==> src/design/sil_pkg.sv <==
`timescale 1ns / 1ps
// Shared types and constants of the sorted insert list.
// No dependencies; used by sil_ctrl, sil_datapath and sorted_insert_list_top.
package sil_pkg;

   localparam int ITEM_W    = 32;
   localparam int ENTRIES_W = 6;
   localparam int STATUS_W  = 3;
   localparam int OP_W      = 2;

   typedef enum logic [OP_W-1:0] {
      OP_INSERT    = 2'd0,
      OP_READ_ASC  = 2'd1,
      OP_READ_DESC = 2'd2,
      OP_CLEAR     = 2'd3
   } op_type;

   typedef enum logic [STATUS_W-1:0] {
      STS_INSERTED = 3'd0,
      STS_FULL     = 3'd1,
      STS_DATA     = 3'd2,
      STS_EMPTY    = 3'd3,
      STS_CLEARED  = 3'd4
   } status_type;

   typedef enum logic {
      ST_IDLE = 1'b0,
      ST_READ = 1'b1
   } state_type;

   // controller -> datapath
   typedef struct packed {
      logic       load;
      status_type status;
      logic       last;
      logic       insert;
      logic       clear;
      logic       rot_asc;
      logic       rot_desc;
   } cmd_type;

   // datapath -> controller
   typedef struct packed {
      logic full;
      logic empty;
   } dp_status_type;

endpackage

==> src/design/sil_ctrl.sv <==
`timescale 1ns / 1ps
// Controller: decodes transactions, sequences readout, owns result valid.
// Depends on sil_pkg.
module sil_ctrl #(
   parameter int CNT_W = 6
) (
   input  logic                          clock,
   input  logic                          reset,
   input  logic                          req_tvalid,
   output logic                          req_tready,
   input  logic [sil_pkg::OP_W-1:0]      req_op,
   output logic                          rsp_tvalid,
   input  logic                          rsp_tready,
   input  sil_pkg::dp_status_type        dp_status,
   input  logic [CNT_W-1:0]              count,
   output sil_pkg::cmd_type              cmd
);

   sil_pkg::state_type state_ff, state_in;
   logic [CNT_W-1:0]   rem_ff, rem_in;
   logic               desc_ff, desc_in;
   logic               valid_ff, valid_in;
   logic               slot_free;
   sil_pkg::op_type    op;

   assign slot_free = !valid_ff || rsp_tready;
   assign op        = sil_pkg::op_type'(req_op);

   always_ff @(posedge clock) begin
      if (reset) begin
         state_ff <= sil_pkg::ST_IDLE;
         rem_ff   <= '0;
         desc_ff  <= 1'b0;
         valid_ff <= 1'b0;
      end else begin
         state_ff <= state_in;
         rem_ff   <= rem_in;
         desc_ff  <= desc_in;
         valid_ff <= valid_in;
      end
   end

   always_comb begin
      state_in   = state_ff;
      rem_in     = rem_ff;
      desc_in    = desc_ff;
      cmd        = '0;
      req_tready = 1'b0;
      case (state_ff)
         sil_pkg::ST_IDLE: begin
            req_tready = slot_free && !reset;
            if (req_tvalid && req_tready) begin
               case (op)
                  sil_pkg::OP_INSERT: begin
                     cmd.load = 1'b1;
                     cmd.last = 1'b1;
                     if (dp_status.full) begin
                        cmd.status = sil_pkg::STS_FULL;
                     end else begin
                        cmd.status = sil_pkg::STS_INSERTED;
                        cmd.insert = 1'b1;
                     end
                  end
                  sil_pkg::OP_CLEAR: begin
                     cmd.load   = 1'b1;
                     cmd.last   = 1'b1;
                     cmd.clear  = 1'b1;
                     cmd.status = sil_pkg::STS_CLEARED;
                  end
                  sil_pkg::OP_READ_ASC, sil_pkg::OP_READ_DESC: begin
                     if (dp_status.empty) begin
                        cmd.load   = 1'b1;
                        cmd.last   = 1'b1;
                        cmd.status = sil_pkg::STS_EMPTY;
                     end else begin
                        state_in = sil_pkg::ST_READ;
                        rem_in   = count;
                        desc_in  = op == sil_pkg::OP_READ_DESC;
                     end
                  end
                  default: begin
                  end
               endcase
            end
         end
         sil_pkg::ST_READ: begin
            if (slot_free) begin
               cmd.load     = 1'b1;
               cmd.status   = sil_pkg::STS_DATA;
               cmd.rot_asc  = !desc_ff;
               cmd.rot_desc = desc_ff;
               cmd.last     = rem_ff == CNT_W'(1);
               rem_in       = rem_ff - CNT_W'(1);
               if (rem_ff == CNT_W'(1)) begin
                  state_in = sil_pkg::ST_IDLE;
               end
            end
         end
         default: begin
            state_in = sil_pkg::ST_IDLE;
         end
      endcase
   end

   assign valid_in   = cmd.load || (valid_ff && !rsp_tready);
   assign rsp_tvalid = valid_ff;

   a_read_nonzero: assert property (@(posedge clock) disable iff (reset)
      state_ff == sil_pkg::ST_READ |-> rem_ff != '0)
      else $error("readout with nothing left");

   a_read_blocks: assert property (@(posedge clock) disable iff (reset)
      state_ff == sil_pkg::ST_READ |-> !req_tready)
      else $error("request taken during readout");

   a_no_overwrite: assert property (@(posedge clock) disable iff (reset)
      (valid_ff && !rsp_tready) |-> !cmd.load)
      else $error("pending result overwritten");

endmodule

==> config.mk <==
export PLATFORM = sky130hd
export DESIGN_NAME = sil_ctrl
export DESIGN_NICKNAME = d
export VERILOG_FILES = /design/src/design/sil_pkg.sv /design/src/design/sil_ctrl.sv
export SDC_FILE = /design/constraint.sdc
export NUM_CORES = 1
export LEC_CHECK = 0
export BUFFER_PORTS_ARGS = -buffer_cell sky130_fd_sc_hd__clkbuf_2
export CORE_MARGIN = 2
export CORE_UTILIZATION = 30
export CTS_BUF_LIST = sky130_fd_sc_hd__clkbuf_2 sky130_fd_sc_hd__clkbuf_4 sky130_fd_sc_hd__clkbuf_8
export CTS_CLUSTER_DIAMETER = 30
export DETAILED_ROUTE_END_ITERATION = 10
export PLACE_DENSITY = 0.55
export SLEW_MARGIN = 10
export SYNTH_ARGS = -nofsm -noshare
export SYNTH_HDL_FRONTEND = slang
export SYNTH_SLANG_ARGS = --single-unit
==> constraint.sdc <==
create_clock -name clock -period 2.1 [get_ports clock]
set_clock_uncertainty 0.1 [all_clocks]
set_input_delay 0.42 -clock clock [delete_from_list [all_inputs] [get_ports clock]]
set_output_delay 0.42 -clock clock [all_outputs]
set_load 0.03 [all_outputs]
Word level (Yosys, flattened, before mapping). Cells that the tools add are included.

Muxes and demuxes: 24. $add $sub $neg: 1. Bitwise operators: 2. Reductions and logical operators: 13. Eq/ne operators: 8.

Operators with widths (count): two-way mux 6 bit (4); one-hot mux 5 bit (3 select lines) (1); one-hot mux 6 bit (2 select lines) (1); two-way mux 1 bit (10); two-way mux 5 bit (2); one-hot mux 5 bit (2 select lines) (1); AND reduction 4 bit (2); two-way mux 7 bit (1); == test 6 x 1 -> 1 bit (second input constant) (1); two-way mux 2 bit (3); subtractor 6 x 1 -> 6 bit (second input constant) (1); == test 2 bit (second input constant) (2); zero test 1 bit (4); != test 2 x 1 -> 1 bit (second input constant) (2); != test 2 bit (second input constant) (2); logical AND 1 bit (3); == test 2 x 1 -> 1 bit (second input constant) (1); zero test 2 bit (1); logical OR 1 bit (2); NOT 1 bit (2); one-hot mux 1 bit (2 select lines) (1); OR reduction 2 bit (1).

Register bits: 9. Output and inout port bits: 11.

Logic depth before layout (Yosys ltp). Gate-level depths: netlist of the first run.

Word-level depth: 7. Mapped depth: 7. Mapped depth without buffers: 6.

Least setup slack after synthesis of the first run. OpenSTA, ideal clock, no wires.

Kind: register to output. Start: register valid_ff (netlist: rsp_tvalid). End: output cmd[3] (netlist bit). Required time: 1.580 ns. Setup slack: -0.738 ns. Stages on the path, launching flop included: 5. Data arrival time: 2.318 ns. Cell sequence: dfxtp_1 > nor2b_4 > nor3_1 > nand2_1 > nor3b_1.

RTL lines: start, declared (line sil_ctrl.sv:22) `logic valid_ff, valid_in;`; start signal, assigned (line sil_ctrl.sv:39) `valid_ff <= valid_in;`; end, declared (line sil_ctrl.sv:16) `output sil_pkg::cmd_type cmd`.

==> results of run 1 <==
-- critical path, cell delays in order --
cell and delay (ps):
clkbuf_2 90, inv_1 100, ha_4 210, a211o_1 250, nand3_1 120, o21ai_0 90, buf_2 180
-- where the power goes --
part           internal [mW]  switching [mW]  total (mW)
combinational         0.0584          0.0826       0.141
sequential             0.179          0.0105       0.190
clock                 0.0862          0.0610       0.147
-- cell families (layout without fill, tap and decap cells) --
| logic type | count (synthesis) | after routing | share of synthesized area (%) |
|---|---|---|---|
| fa+ha+maj | 6 | 6 | 10.5 |
| compound gates | 24 | 24 | 22.3 |
| buf+inv | 11 | 39 | 9.60 |
| flops | 9 | 9 | 25.1 |
| simple gates | 43 | 43 | 32.5 |
-- layout make-up --
class | instances | area, sq um | share of cell area (%)
clock buffers | 4 | 30.0 | 3.18
inverters | 5 | 18.8 | 1.99
multi-input cells | 73 | 510 | 54.1
flip-flops and latches | 9 | 181 | 19.2
well taps | 28 | 35.0 | 3.71
repair buffers | 30 | 168 | 17.8
-- layer usage --
| metal | global-route usage, % | vias up | share of wire (%) |
|---|---|---|---|
| met2 | 22.7 | 19 | 48 |
| met3 | 4.80 | 2 | 6.2 |
| li1 | - | 389 | - |
| met4 | 4.27 | 0 | 0.64 |
| met1 | 19.3 | 368 | 45 |
| met5 | 0 | - | 0 |
-- worst min path at each step --
| stage | slack (ps) | end | cells after the start | from |
|---|---|---|---|---|
| after floorplan | 350 | desc_ff | 2 | desc_ff |
| after global placement | 370 | desc_ff | 2 | desc_ff |
| after detailed placement | 370 | desc_ff | 2 | desc_ff |
| after CTS | 320 | rem_ff[0] | 3 | count[0] |
| after global routing | 330 | rem_ff[0] | 3 | count[0] |
| final | 330 | rem_ff[0] | 3 | count[0] |
-- cells in the final DEF (no fill, tap or decap), types with 2 or more instances in the layout --
cell type / Yosys / final
clkbuf_2: 0 / 22
nand2_1: 10 / 10
nor2_1: 9 / 9
dfxtp_1: 9 / 8
a21oi_1: 8 / 7
nand3_1: 6 / 6
buf_4: 1 / 6
ha_1: 6 / 5
clkbuf_4: 0 / 5
inv_1: 5 / 4
and3_1: 3 / 3
nand3b_1: 2 / 2
or2b_2: 2 / 2
nor3_1: 3 / 2
nand2b_1: 2 / 2
o32ai_1: 2 / 2
a31oi_1: 2 / 2
a221o_1: 2 / 2
o21ai_1: 2 / 2
-- sequential cells by signal (all words and copies together) (netlist names) --
| register | count |
|---|---|
| desc_ff | 1 |
| rem_ff | 6 |
| rsp_tvalid | 1 |
| state_ff | 1 |
-- through the flow --
stage,utilization [%],hold slack (ps),power [mW]
finish,42.2,334,0.478
global route,42.2,326,0.512
CTS,41.2,324,0.482
detailed placement,39.9,370,0.328
global placement,39.9,369,0.326
floorplan,-,345,0.285
-- timing repair --
action                     CTS  global route
resized for setup            0             7
setup buffers                0             0
setup endpoints to repair    0             6
==> flow_summary_export.csv, run 1 <==
group,metric,value,unit
status,status,"finished clean",
cells_and_area,nNetsFinal,142,
route,drt_pass1_iterations,4,
route,avgViaCountPerCell,5.22,
floorplan,dieArea,2800,sq um
global_route,grt_pass1_vias,723,
synthesis,synth_seq_cells,9,
placement,placed_cells,145,
route,totalWireLength,1860,um
synthesis,synth_commonest_cells,"nand2_1, dfxtp_1, nor2_1, a21oi_1",
worst_setup_path,cp-start-kind,"input pin",
clock_tree,numCtsBuffers,3,
placement,dpl.hpwl,1430,um
synthesis,synth_edf_count,0,
clock_tree,clock-root-buffer,"clkbuf_4",
sta,max_slew_margin,79.9,%
placement,portBuffers,24,
synthesis,synth_cell_types,32,
worst_setup_path,critPathMaxFanout,3,
floorplan,core-area,2230,sq um
run,drv_cap,0,
floorplan,fp.dieW,52.9,um
worst_hold_path,hp-class,"input pin to flip-flop",
placement,dpl-instance-area,891,sq um
sta,setup_slack,107,ps
clock_tree,cts_hold_buf,0,
clock_tree,cts_tree,"yes",
clock_tree,clk_path_buf_depth,2,
sta,layout_worst_path_cycle_share,94.9,%
global_route,overflow,0,
worst_setup_path,cp_data_required_time,1580,ps
floorplan,ios,25,
sta,finalHoldViolCount,0,
sta,min_period,1990,ps
route,drc,0,
cells_and_area,antennaDiodeCount,0,
clock_tree,clock_latency,260,ps
global_route,grt_max_degree,14,
synthesis,synth_area,717,sq um
synthesis,synth_most_common_cell,"nand2_1",
synthesis,netlist_instances,93,
floorplan,rows,17,
worst_setup_path,ff2ff_setup_slack,480,ps
clock_tree,path_clk_slew,60,ps
route,via_count,778,
placement,finalWeightedCongestion,0.826,
worst_setup_path,timing.rr.end,"rem_ff[1]",
power_and_ir_drop,powerDensity,507,nW/um^2
synthesis,async_flop_share,0,%
clock_tree,h-tree-depth,1,
worst_setup_path,worstSetupPathType,"input pin to primary output",
synthesis,yosysTopAreaCellShare,25.1,%
global_route,grt_antenna_before_repair,0,
floorplan,start_util,32.1,%
route,antenna_left,0,
sta,rsz0062_at_grt,"no",
worst_setup_path,critPathArrivalTime,1470,ps
cells_and_area,num-fill-cells,236,
sta,setup_viol,0,
power_and_ir_drop,leakagePower,0.424,nW
clock_tree,cts_num_sinks,9,
synthesis,yosysSeqAreaShare,25.1,%
worst_setup_path,crit_path_start,"req_op[1]",
synthesis,ys.flop_type,"dfxtp_1",
worst_setup_path,r2r_start,"state_ff",
worst_setup_path,cp-end-kind,"primary output",
synthesis,ys_warn_count,0,
power_and_ir_drop,peakVddDrop,234,uV
route,dr.first_iter.drc_count,17,
sta,tightest_slew,300,ps
cells_and_area,drive_above_1_share,38.0,%
cells_and_area,stdcell_area,943,sq um
sta,drv_slew,0,
synthesis,syn_nets,113,
route,wl_per_cell,12.5,um
cells_and_area,syn_to_final_growth,31.6,%
placement,post-place-ws,17.3,ps
sta,fin_tns_setup,0,ps
worst_setup_path,critPathCapture,"cmd[4]",
cells_and_area,stdcell_count,149,
global_route,track_usage,14.7,%
global_route,grt_pass1_wl,3060,um
worst_setup_path,r2r.worst_path.cells,3,
synthesis,yosysTopAreaCell,"dfxtp_1",
synthesis,synth.area.top_cells,"dfxtp_1, ha_1, a21oi_1",
sta,fmax,502,MHz
floorplan,die_height,52.9,um
synthesis,syn_area_per_cell,7.71,sq um
Note: power is estimated with default switching activity, not from simulation.
==> run 2: changes to the inputs <==
Settings changed: ABC_AREA from default to 1, CORE_ASPECT_RATIO from default to 1.2.
==> run 2 against run 1 <==
- design area decreased by 3.8%
- synthesized area decreased by 0.52%
- critical path depth increased by 1
- sequential power increased by 2%
- maximum frequency decreased by 0.78%
- worst setup slack got worse by 16 ps
- total power increased by 4.0%
==> flow_summary_export.csv, run 2 <==
group,metric,value,unit
placement,dpl-instance-area,860,sq um
sta,drv_slew,0,
worst_setup_path,critPathArrivalTime,1490,ps
clock_tree,cts_num_sinks,9,
floorplan,rows,19,
cells_and_area,nNetsFinal,157,
cells_and_area,stdcell_count,167,
cells_and_area,antennaDiodeCount,0,
route,wl_per_cell,9.82,um
synthesis,synth_cell_types,25,
floorplan,start_util,31.2,%
synthesis,yosysSeqAreaShare,25.3,%
placement,placed_cells,162,
clock_tree,path_clk_slew,60,ps
synthesis,async_flop_share,0,%
synthesis,synth_seq_cells,9,
cells_and_area,post-route-util,39.7,%
route,drc,0,
power_and_ir_drop,leakagePower,0.476,nW
synthesis,synth_top_family_by_area,"simple AND/OR/NAND/NOR gates",
clock_tree,cts_tree,"yes",
worst_setup_path,critical-path-top-delay-family,"buffers and inverters",
sta,tightest_slew,314,ps
worst_hold_path,hp-class,"input pin to flip-flop",
sta,fin_tns_setup,0,ps
sta,min_period,2010,ps
synthesis,synth.area.top_cells,"dfxtp_1, nor2_1, ha_1",
route,via_count,747,
cells_and_area,syn_to_final_growth,27.2,%
placement,dpl.hpwl,1320,um
sta,setup_viol,0,
synthesis,yosys.area_share.xor_xnor,1.23,%
worst_setup_path,path_buf_inv,3,
global_route,use_met2,23.4,%
cells_and_area,num-fill-cells,263,
synthesis,synth_compound_area_share,12.8,%
floorplan,ios,25,
global_route,track_usage,13.3,%
worst_setup_path,worstSetupPathType,"input pin to primary output",
synthesis,syn_nets,129,
synthesis,synthAdderAreaFrac,10.5,%
cells_and_area,largest_reg_flops,6,
floorplan,core-area,2280,sq um
worst_setup_path,cp_slowest_cell,"ha_1",
clock_tree,clock-root-buffer,"clkbuf_4",
route,avgViaCountPerCell,4.47,
power_and_ir_drop,powerDensity,548,nW/um^2
synthesis,ys_warn_count,0,
synthesis,synth_most_common_cell,"nor2_1",
global_route,grt_pass1_vias,721,
sta,hold_ws,293,ps
synthesis,synthMuxAreaShare,0,%
worst_setup_path,cp-start-kind,"input pin",
worst_setup_path,critPathMaxFanout,3,
sta,rsz0062_at_grt,"no",
global_route,grt_max_degree,13,
worst_setup_path,ff2ff_setup_slack,700,ps
synthesis,synth_area,713,sq um
synthesis,synth_commonest_cells,"nor2_1, nand2_1, inv_1, dfxtp_1",
placement,finalWeightedCongestion,0.793,
sta,max_slew_margin,79.0,%
status,status,"finished clean",
sta,finalHoldViolCount,0,
clock_tree,h-tree-depth,1,
global_route,overflow,0,
clock_tree,clk_path_buf_depth,2,
worst_setup_path,slowest_delay,310,ps
global_route,grt_antenna_before_repair,0,
worst_setup_path,cp-end-kind,"primary output",
route,dr.first_iter.drc_count,6,
synthesis,yosysTopAreaCell,"dfxtp_1",
floorplan,dieArea,2780,sq um
placement,portBuffers,24,
global_route,busiest_layer,"met2",
global_route,use_met1,15.6,%
route,antenna_left,0,
worst_setup_path,path_cells,"clkbuf_2, inv_1, ha_1, nand2_1, nand2_1, o21ai_2, o21ai_1, buf_4",
sta,layout_worst_path_cycle_share,95.7,%
synthesis,ys.flop_type,"dfxtp_1",
global_route,grt_pass1_wl,2910,um
worst_setup_path,cpMostUsedCell,"nand2_1",
cells_and_area,drive_above_1_share,31.6,%
cells_and_area,final_cell_mix,"nor2_1, clkbuf_2, nand2_1",
route,totalWireLength,1640,um
worst_setup_path,cp_data_required_time,1580,ps
clock_tree,cts_hold_buf,0,
synthesis,synth_edf_count,0,
floorplan,die_height,57.4,um
power_and_ir_drop,peakVddDrop,236,uV
cells_and_area,stdcell_area,907,sq um
synthesis,synth-simple-area-share,40.5,%
clock_tree,numCtsBuffers,3,
sta,fmax,498,MHz
floorplan,fp.dieW,48.5,um
cells_and_area,top_register,"rem_ff",
run,drv_cap,0,
route,drt_pass1_iterations,4,
global_route,globalRouteMet3Util,2.62,%
synthesis,syn_area_per_cell,6.54,sq um
synthesis,netlist_instances,109,
synthesis,yosysTopAreaCellShare,25.3,%
clock_tree,clock_latency,260,ps
==> run 2: what timing repair did <==
item                                    CTS  global route
endpoints found under the hold margin     0             0
pin swaps                                 0             1
resized for setup                         2             4
endpoints found under the setup margin    2             2
buffers inserted                          0             1
==> run 2: cell type report <==
| class | instances | area (sq um) | share of cell area, % |
|---|---|---|---|
| Sequential cell | 9 | 181 | 20.0 |
| Timing Repair Buffer | 25 | 130 | 14.3 |
| Clock buffer | 4 | 30.0 | 3.31 |
| Tap cell | 31 | 38.8 | 4.28 |
| Multi-Input combinational cell | 83 | 468 | 51.6 |
| Inverter | 15 | 58.8 | 6.48 |
==> run 2: final timing paths <==
check,depth (start not counted),start,to
max,8,req_op[0],cmd[4]
min reg2reg,2,rem_ff[5],rem_ff[5]
min,2,reset,rem_ff[5]
max reg2reg,5,state_ff,rem_ff[5]
==> run 2: per-stage QoR <==
step                      power (mW)  setup WS [ps]
after floorplan                0.307            131
after global placement         0.349           82.1
after detailed placement       0.350           26.6
after CTS                      0.502           24.3
after global routing           0.538           10.5
final                          0.497           91.0
==> run 2: power by group <==
group / switching (mW) / internal (mW) / leakage [nW]
sequential: 0.0117 / 0.182 / 0.0738
combinational: 0.0968 / 0.0584 / 0.384
clock: 0.0619 / 0.0862 / 0.0184
total: 0.170 / 0.327 / 0.476
==> run 2: cell families (layout without fill, tap and decap cells) <==
family | count (synthesis) | in the layout
AOI/OAI and AO/OA | 16 | 16
xor gates and xnor gates | 1 | 1
adders and majority gates | 6 | 6
buffers and inverters | 17 | 44
DFF | 9 | 9
and+or+nand+nor | 60 | 60
==> run 2: per-layer routing <==
metal	up-vias	share of wire (%)
li1	397	-
met1	329	44
met2	19	50
met3	2	4.0
met4	0	1.2
met5	-	0
